**config.mk**
```make
export PLATFORM = sky130hd
export DESIGN_NAME = ring_buffer_deque
export DESIGN_NICKNAME = d
export VERILOG_FILES = /design/src/sv/rbd_pkg.sv /design/src/sv/ring_buffer_deque.sv /design/src/sv/rbd_ctrl.sv /design/src/sv/rbd_dpath.sv
export SDC_FILE = /design/constraint.sdc
export NUM_CORES = 1
export LEC_CHECK = 0
export ABC_AREA = 0
export BUFFER_PORTS_ARGS = -buffer_cell sky130_fd_sc_hd__clkbuf_2
export CORE_AREA = 2 2 246 248
export DETAILED_ROUTE_END_ITERATION = 10
export DIE_AREA = 0 0 248 250
export RECOVER_POWER = 25
export REMOVE_ABC_BUFFERS = 1
export SYNTH_ARGS = -nofsm -noshare
export SYNTH_HDL_FRONTEND = slang
export SYNTH_HIERARCHICAL = 1
export SYNTH_SLANG_ARGS = --single-unit
```
**constraint.sdc**
```tcl
create_clock -name clk -period 6 [get_ports clk]
set_clock_uncertainty 0.15 [all_clocks]
set_input_delay 0.3 -clock clk [delete_from_list [all_inputs] [get_ports clk]]
set_output_delay 0.3 -clock clk [all_outputs]
set_load 0.01 [all_outputs]
```
**src/sv/rbd_pkg.sv**
```systemverilog
// ----------------------------------------------------------------------------
// rbd_pkg: shared types and codes for the ring buffer deque
// Item structs, operation and status codes, controller command bundle.
// ----------------------------------------------------------------------------
`default_nettype none

package rbd_pkg;

	localparam int unsigned OP_W    = 3;
	localparam int unsigned DATA_W  = 32;
	localparam int unsigned STAT_W  = 2;
	localparam int unsigned CAP_W   = 5;

	// Operation codes
	localparam logic [OP_W-1:0] OP_PUSH_FRONT = 3'd0;
	localparam logic [OP_W-1:0] OP_PUSH_BACK  = 3'd1;
	localparam logic [OP_W-1:0] OP_POP_FRONT  = 3'd2;
	localparam logic [OP_W-1:0] OP_POP_BACK   = 3'd3;
	localparam logic [OP_W-1:0] OP_PEEK_FRONT = 3'd4;
	localparam logic [OP_W-1:0] OP_PEEK_BACK  = 3'd5;

	// Status codes
	localparam logic [STAT_W-1:0] ST_OK     = 2'd0;
	localparam logic [STAT_W-1:0] ST_FULL   = 2'd1;
	localparam logic [STAT_W-1:0] ST_EMPTY  = 2'd2;
	localparam logic [STAT_W-1:0] ST_BAD_OP = 2'd3;

	// Capacity register value after reset
	localparam logic [CAP_W-1:0] CAP_RESET = 5'd16;

	typedef struct packed {
		logic [OP_W-1:0]          op;
		logic signed [DATA_W-1:0] push_value;
	} in_item_t;

	typedef struct packed {
		logic signed [DATA_W-1:0] read_value;
		logic [STAT_W-1:0]        status;
		logic [CAP_W-1:0]         item_count;
	} out_item_t;

	// Controller to datapath commands
	typedef struct packed {
		logic exec;   // item accepted: run the operation
		logic emit;   // load the result register
	} rbd_cmd_t;

endpackage : rbd_pkg

`default_nettype wire

```
**src/sv/ring_buffer_deque.sv**
```systemverilog
// ----------------------------------------------------------------------------
// ring_buffer_deque: double-ended queue in a circular store
// Push, pop and peek at either end; every item returns status and count.
// ----------------------------------------------------------------------------
//
//   channel | signals                          | moves
//   --------+----------------------------------+------------------------------
//   in      | in_valid / in_ready / in_item    | op + push_value, one item
//   out     | out_valid / out_ready / out_item | read_value, status, count
//   cfg     | cfg_we / cfg_wdata               | capacity_in_use, no wait
//
// Each item passes through the accept state and the response state: the
// accept cycle runs the operation against the entry memory (one write or one
// registered read), then the response state loads the result register once
// the output is free. The single memory port and its registered read set this
// sequence. The next item is taken as soon as the result is loaded, even while
// that result waits on out_ready; a stalled output holds the current item in
// the response state. Reset empties the queue and sets capacity to 16; memory
// contents are not cleared (only live entries are ever read). A capacity write
// empties the queue; 0 acts as 1, above DEPTH as DEPTH.
`default_nettype none

module ring_buffer_deque
	import rbd_pkg::*;
#(
	parameter int unsigned DEPTH = 16
) (
	input  wire logic             clk,
	input  wire logic             arst_n,

	input  wire logic             in_valid,
	output logic                  in_ready,
	input  wire in_item_t         in_item,

	output logic                  out_valid,
	input  wire logic             out_ready,
	output out_item_t             out_item,

	input  wire logic             cfg_we,
	input  wire logic [CAP_W-1:0] cfg_wdata
);

	rbd_cmd_t cmd;

	// Sequencer: accept, then present the result
	rbd_ctrl u_ctrl (
		.clk       (clk),
		.arst_n    (arst_n),
		.in_valid  (in_valid),
		.in_ready  (in_ready),
		.out_valid (out_valid),
		.out_ready (out_ready),
		.cmd       (cmd)
	);

	// Store, pointers and result register
	rbd_dpath #(
		.DEPTH (DEPTH)
	) u_dpath (
		.clk       (clk),
		.arst_n    (arst_n),
		.cmd       (cmd),
		.in_item   (in_item),
		.cfg_we    (cfg_we),
		.cfg_wdata (cfg_wdata),
		.out_item  (out_item)
	);

endmodule : ring_buffer_deque

`default_nettype wire

```
**src/sv/rbd_ctrl.sv**
```systemverilog
// ----------------------------------------------------------------------------
// rbd_ctrl: ring buffer deque controller
// Two-state sequencer: take an item, then hand its result to the output.
// ----------------------------------------------------------------------------
`default_nettype none

module rbd_ctrl
	import rbd_pkg::*;
(
	input  wire logic     clk,
	input  wire logic     arst_n,
	input  wire logic     in_valid,
	output logic          in_ready,
	output logic          out_valid,
	input  wire logic     out_ready,
	output rbd_cmd_t      cmd
);

	typedef enum logic {
		S_IDLE,
		S_RESP
	} state_t;

	state_t state_q;
	logic   out_valid_q;

	assign in_ready  = (state_q == S_IDLE);
	assign out_valid = out_valid_q;

	assign cmd.exec = in_valid && (state_q == S_IDLE);
	assign cmd.emit = (state_q == S_RESP) && (!out_valid_q || out_ready);

	always_ff @(posedge clk or negedge arst_n) begin
		if (!arst_n) begin
			state_q     <= S_IDLE;
			out_valid_q <= 1'b0;
		end else begin
			case (state_q)
				S_IDLE: begin
					if (cmd.exec) begin
						state_q <= S_RESP;
					end
				end
				S_RESP: begin
					if (cmd.emit) begin
						state_q <= S_IDLE;
					end
				end
				default: begin
					state_q <= S_IDLE;
				end
			endcase

			if (cmd.emit) begin
				out_valid_q <= 1'b1;
			end else if (out_ready) begin
				out_valid_q <= 1'b0;
			end
		end
	end

	// One item in flight: nothing new enters until its result is loaded
	a_one_in_flight: assert property (@(posedge clk) disable iff (!arst_n)
		cmd.exec |=> !in_ready)
		else $error("rbd_ctrl: item taken while another is in flight");

	// A new result appears only out of the response state
	a_result_from_resp: assert property (@(posedge clk) disable iff (!arst_n)
		$rose(out_valid) |-> $past(state_q == S_RESP))
		else $error("rbd_ctrl: result raised outside response state");

	// A waiting result stays valid until it is taken
	a_out_hold: assert property (@(posedge clk) disable iff (!arst_n)
		(out_valid && !out_ready) |=> out_valid)
		else $error("rbd_ctrl: result dropped before it was taken");

endmodule : rbd_ctrl

`default_nettype wire

```
**src/sv/rbd_dpath.sv**
```systemverilog
// ----------------------------------------------------------------------------
// rbd_dpath: ring buffer deque datapath
// Entry memory, front pointer, item count, capacity register, result register.
// ----------------------------------------------------------------------------
`default_nettype none

module rbd_dpath
	import rbd_pkg::*;
#(
	parameter int unsigned DEPTH = 16
) (
	input  wire logic             clk,
	input  wire logic             arst_n,
	input  wire rbd_cmd_t         cmd,
	input  wire in_item_t         in_item,
	input  wire logic             cfg_we,
	input  wire logic [CAP_W-1:0] cfg_wdata,
	output out_item_t             out_item
);

	localparam int unsigned PW = (DEPTH > 1) ? $clog2(DEPTH) : 1;
	// Arithmetic width: holds pointer + offset without overflow
	localparam int unsigned SW = ((PW > CAP_W) ? PW : CAP_W) + 1;

	logic [DATA_W-1:0] mem [DEPTH];

	logic [PW-1:0]     fp_q;
	logic [CAP_W-1:0]  cnt_q;
	logic [CAP_W-1:0]  cap_q;

	logic [DATA_W-1:0] rdata_q;
	logic              rd_sel_q;
	logic [STAT_W-1:0] stat_q;
	logic [CAP_W-1:0]  cnt_res_q;
	out_item_t         out_q;

	logic [CAP_W-1:0]  cap_eff;
	logic [SW-1:0]     cap_w;
	logic [SW-1:0]     fp_w;
	logic [CAP_W-1:0]  offs;
	logic [SW-1:0]     sum_w;
	logic [SW-1:0]     slot_w;
	logic [SW-1:0]     fp_inc_w;
	logic [PW-1:0]     slot_ptr;
	logic [PW-1:0]     fp_dec;
	logic [PW-1:0]     fp_inc;
	logic              full;
	logic              empty;

	logic              we;
	logic [PW-1:0]     waddr;
	logic [PW-1:0]     raddr;
	logic              rd_sel;
	logic [STAT_W-1:0] stat;
	logic [PW-1:0]     fp_nxt;
	logic [CAP_W-1:0]  cnt_nxt;

	// Clamp capacity to 1..DEPTH
	always_comb begin
		cap_eff = cap_q;
		if (cap_q == '0) begin
			cap_eff = CAP_W'(1);
		end else if ({{(SW-CAP_W){1'b0}}, cap_q} > SW'(DEPTH)) begin
			cap_eff = CAP_W'(DEPTH);
		end
	end

	assign cap_w = {{(SW-CAP_W){1'b0}}, cap_eff};
	assign fp_w  = {{(SW-PW){1'b0}}, fp_q};
	assign full  = (cnt_q >= cap_eff);
	assign empty = (cnt_q == '0);

	// Offset from the front: count for a back push, count-1 for the back item
	assign offs   = (in_item.op == OP_PUSH_BACK) ? cnt_q : (cnt_q - CAP_W'(1));
	assign sum_w  = fp_w + {{(SW-CAP_W){1'b0}}, offs};
	assign slot_w = (sum_w >= cap_w) ? (sum_w - cap_w) : sum_w;
	assign slot_ptr = slot_w[PW-1:0];

	assign fp_inc_w = fp_w + SW'(1);
	assign fp_inc   = (fp_inc_w == cap_w) ? '0 : fp_inc_w[PW-1:0];
	assign fp_dec   = (fp_q == '0) ? PW'(cap_eff - CAP_W'(1)) : (fp_q - PW'(1));

	always_comb begin
		we      = 1'b0;
		waddr   = slot_ptr;
		raddr   = fp_q;
		rd_sel  = 1'b0;
		stat    = ST_OK;
		fp_nxt  = fp_q;
		cnt_nxt = cnt_q;
		case (in_item.op)
			OP_PUSH_FRONT: begin
				if (full) begin
					stat = ST_FULL;
				end else begin
					we      = 1'b1;
					waddr   = fp_dec;
					fp_nxt  = fp_dec;
					cnt_nxt = cnt_q + CAP_W'(1);
				end
			end
			OP_PUSH_BACK: begin
				if (full) begin
					stat = ST_FULL;
				end else begin
					we      = 1'b1;
					cnt_nxt = cnt_q + CAP_W'(1);
				end
			end
			OP_POP_FRONT, OP_PEEK_FRONT: begin
				if (empty) begin
					stat = ST_EMPTY;
				end else begin
					rd_sel = 1'b1;
					if (in_item.op == OP_POP_FRONT) begin
						fp_nxt  = fp_inc;
						cnt_nxt = cnt_q - CAP_W'(1);
					end
				end
			end
			OP_POP_BACK, OP_PEEK_BACK: begin
				if (empty) begin
					stat = ST_EMPTY;
				end else begin
					rd_sel = 1'b1;
					raddr  = slot_ptr;
					if (in_item.op == OP_POP_BACK) begin
						cnt_nxt = cnt_q - CAP_W'(1);
					end
				end
			end
			default: begin
				stat = ST_BAD_OP;
			end
		endcase
	end

	// Pointer, count and capacity; a capacity write empties the queue
	always_ff @(posedge clk or negedge arst_n) begin
		if (!arst_n) begin
			fp_q  <= '0;
			cnt_q <= '0;
			cap_q <= CAP_RESET;
		end else if (cfg_we) begin
			fp_q  <= '0;
			cnt_q <= '0;
			cap_q <= cfg_wdata;
		end else if (cmd.exec) begin
			fp_q  <= fp_nxt;
			cnt_q <= cnt_nxt;
		end
	end

	always_ff @(posedge clk) begin
		if (cmd.exec && we) begin
			mem[waddr] <= in_item.push_value;
		end
	end

	always_ff @(posedge clk) begin
		if (cmd.exec) begin
			rdata_q   <= mem[raddr];
			rd_sel_q  <= rd_sel;
			stat_q    <= stat;
			cnt_res_q <= cnt_nxt;
		end
	end

	always_ff @(posedge clk) begin
		if (cmd.emit) begin
			out_q.read_value <= rd_sel_q ? rdata_q : '0;
			out_q.status     <= stat_q;
			out_q.item_count <= cnt_res_q;
		end
	end

	assign out_item = out_q;

	a_count_in_cap: assert property (@(posedge clk) disable iff (!arst_n)
		cnt_q <= cap_eff)
		else $error("rbd_dpath: item count above capacity");

	a_front_in_cap: assert property (@(posedge clk) disable iff (!arst_n)
		fp_w < cap_w)
		else $error("rbd_dpath: front pointer outside capacity");

	a_full_push_holds: assert property (@(posedge clk) disable iff (!arst_n)
		(cmd.exec && !cfg_we && full
			&& (in_item.op == OP_PUSH_FRONT || in_item.op == OP_PUSH_BACK))
		|=> (cnt_q == $past(cnt_q)) && (fp_q == $past(fp_q)))
		else $error("rbd_dpath: dropped push changed state");

endmodule : rbd_dpath

`default_nettype wire

```
==> results.sh <==
export IMPL_status="complete, no violations"
export IMPL_slowest_stage="a2111oi_1"
export IMPL_rsz0062_at_grt="no"
export IMPL_path_buf_inv=2
export IMPL_vias=12870
export IMPL_grt_pass1_wl_mm=82.4
export IMPL_clkSinkCount=607
export IMPL_mostFrequentLayoutCell="edfxtp_1"
export IMPL_drtPass1Iterations=5
export IMPL_die_w_um=248
export IMPL_clk_latency_ps=590
export IMPL_tightest_slew_ps=991
export IMPL_syn_area_um2=24100
export IMPL_area_growth_syn_to_layout_pct=17.8
export IMPL_crit_type="reg2reg"
export IMPL_final_cell_mix="edfxtp_1, mux2i_1, o22ai_1"
export IMPL_cts_buffer_depth=3
export IMPL_layout_drive_gt1_share_pct=15.5
export IMPL_die_area_um2=62000
export IMPL_finalNetCount=1628
export IMPL_synthCells=1392
export IMPL_max_stage_delay_ps=840
export IMPL_synth_seq_cells=607
export IMPL_die_h_um=250
export IMPL_r2r_start="u_dpath/cnt_q[0]"
export IMPL_async_flop_share_pct=2.64
export IMPL_fin_ws_ps=367
export IMPL_cts_inserted_buffers=66
export IMPL_layout_min_cycle_time_ps=5630
export IMPL_synth_enable_flop_cells=591
export IMPL_num_io_pins=86
export IMPL_post_route_period_util_pct=93.9
export IMPL_path_cells="inv_1, ha_1, a21oi_1, ha_1, a211oi_1, nor2_1, nor2_1, ha_1, nand3_1, o211ai_1, nor2_1, nand2_2, a211o_1, a2111oi_1, nand2b_1, nor3_2, buf_4"
export IMPL_wl_per_cell_um=22.8
export IMPL_ir_drop_mv=0.258
export IMPL_slew_viol_final=0
export IMPL_synth_area_leaders="edfxtp_1, mux2i_1, o22ai_1, dfrtp_1, or4_1"
export IMPL_synth_area_per_cell_um2=17.3
export IMPL_cp_start_kind="flop"
export IMPL_min_path_cells=2
export IMPL_setup_viol=0
export IMPL_yosysTopAreaCell="edfxtp_1"
export IMPL_h_tree_depth=3
export IMPL_gp_congestion=0.825
export IMPL_path_clk_slew_ps=50
export IMPL_start_util_pct=40.4
export IMPL_routed_wl_mm=54.7
export IMPL_total_power_mw=12.5
export IMPL_r2r_end="u_dpath/mem[13][29]"
export IMPL_cts_root_buf="clkbuf_16"
export IMPL_first_global_vias=13055
export IMPL_grt_start_max_net_pins=47
export IMPL_reg2reg_slack_ps=370
export IMPL_ys_flop_type="edfxtp_1"
export IMPL_critPathCaptureType="flop"
export IMPL_finalHoldViolations=0
export IMPL_fmax_mhz=178
export IMPL_pre_cts_slack_ps=36.8
export IMPL_grt_overflow=0
export IMPL_maxCapViolCount=0
export IMPL_hold_start="cfg_we"
export IMPL_worst_r2r_cell_count=17
export IMPL_synth_warning_count=6
export IMPL_portBuffers=85
export IMPL_antenna_found_initial=1
export IMPL_core_area_um2=59600
export IMPL_hp_class="in2reg"
export IMPL_worstPathRequired_ps=6090
export IMPL_drtAntennaViolNets=0
export IMPL_drc=0
export IMPL_arrival_ps=5730
export IMPL_p_leak_nw=10.1
export IMPL_track_usage_pct=17.9
export IMPL_crit_start="u_dpath/cnt_q[0]"
export IMPL_core_rowCount=90
export IMPL_timing_slew_headroom_pct=33.9
export IMPL_synth_cell_types=65
export IMPL_viasPerCell=5.38
export IMPL_powerDensity_nw_per_um2=441
export IMPL_n_fill_cell=4965
export IMPL_drt_iter0_markers=1012
export IMPL_seq_area_frac_synth_pct=75.4
export IMPL_diodes=0
export IMPL_hpwl_mm=30.9
export IMPL_yosysTopAreaCellShare_pct=73.7
export IMPL_cp_max_fo=17
export IMPL_critPathTopFamily="compound AO/OA/AOI/OAI gates"
export IMPL_cts_tree="done"
export IMPL_hold_end="u_dpath/cnt_q[1]"
==> worst reg2reg max path, delay by kind of cell (launching register included) <==
| family | cells | cell delay [ps] |
|---|---|---|
| compound gates | 5 | 1740 |
| buf+inv | 2 | 500 |
| simple gates | 7 | 1440 |
| flops | 1 | 490 |
| fa+ha+maj | 3 | 960 |
==> registers in the layout, indices dropped and copies added, names as in the netlist, 2 cells and up <==
name               cells
u_dpath/cap_q          5
u_dpath/cnt_q          5
u_dpath/cnt_res_q      5
u_dpath/fp_q           4
u_dpath/mem          512
u_dpath/out_item      39
u_dpath/rdata_q       32
u_dpath/stat_q         2
==> report_power, final <==
part           total (mW)  switching [mW]  internal, mW
logic                3.39            2.05          1.34
clock network        3.94            1.60          2.35
registers            5.17           0.111          5.06
==> metal layers <==
metal / vias to the layer above / routed length [um] / track usage [%] / part of all wire (%)
met5: - / 0 / 0 / 0
met2: 329 / 26700 / 29.4 / 49
met1: 6564 / 24500 / 24.6 / 45
met4: 0 / 1010 / 4.50 / 1.8
met3: 77 / 2520 / 2.99 / 4.6
li1: 5900 / - / - / -
==> area by class of cell <==
cell class / count / area, um2 / area share (%)
inverter: 19 / 71.3 / 0.251
tap: 782 / 978 / 3.45
sequential: 607 / 18100 / 64.0
clock buffer: 85 / 1770 / 6.22
multi-input combinational: 698 / 5610 / 19.8
clock inverter: 32 / 342 / 1.20
timing repair buffer: 170 / 1450 / 5.11
==> cells in the mapped netlist (4+ instances only) <==
master and n:
mux2_2 4, xor2_1 5, buf_2 40, nand2_1 27
and2_1 34, xnor2_1 9, o21a_1 5, or4_1 32
buf_4 9, nor2b_1 6, nor3_1 18, a21o_1 6
ha_1 19, nor2_1 31, mux2i_1 259, edfxtp_1 591
or3_1 8, inv_1 18, nand2b_1 5, nand3_1 10
o22ai_1 129, a21oi_1 20, a211oi_1 4, clkbuf_1 14
o21ai_0 20, dfrtp_1 15, and3_1 4
==> cell families (layout without fill, tap and decap cells) <==
| group | after synthesis | after routing | synth area share (%) |
|---|---|---|---|
| adders and majority gates | 21 | 21 | 1.15 |
| xor gates and xnor gates | 14 | 14 | 0.509 |
| and+or+nand+nor | 189 | 189 | 4.47 |
| muxes | 263 | 263 | 11.0 |
| buffers and inverters | 87 | 306 | 1.80 |
| AOI/OAI and AO/OA | 211 | 211 | 5.74 |
| DFF | 607 | 607 | 75.4 |
==> stage by stage <==
step	area (um2)	TNS [ps]	hold WS (ps)	cells	utilization [%]
3_5_place_dp	25900	0	135	2242	43.5
2_1_floorplan	23700	-472110	-146	1324	-
3_3_place_gp	25900	0	125	2242	43.5
6_report	28400	0	36.1	2393	47.6
4_1_cts	28400	0	5.63	2393	47.6
5_1_grt	28400	0	26.4	2393	47.6
==> repair_timing <==
| action | CTS | global route |
|---|---|---|
| hold buffers | 34 | 0 |
| gates resized for setup | 0 | 1 |
| endpoints found under the setup margin | 0 | 229 |
| setup buffers | 0 | 0 |
| hold endpoints to repair | 407 | 0 |
==> how the worst max path moves through the flow <==
stage                                to  slack, ps  cells past startpoint
CTS                 u_dpath/mem[13][29]        230                     17
detailed placement   u_dpath/mem[13][8]         40                     18
global placement     u_dpath/mem[13][9]        130                     18
finish              u_dpath/mem[13][29]        370                     17
floorplan            u_dpath/rdata_q[0]      -8600                     14
global route         u_dpath/mem[15][5]        140                     17
Power figures use the tool's default switching activity.
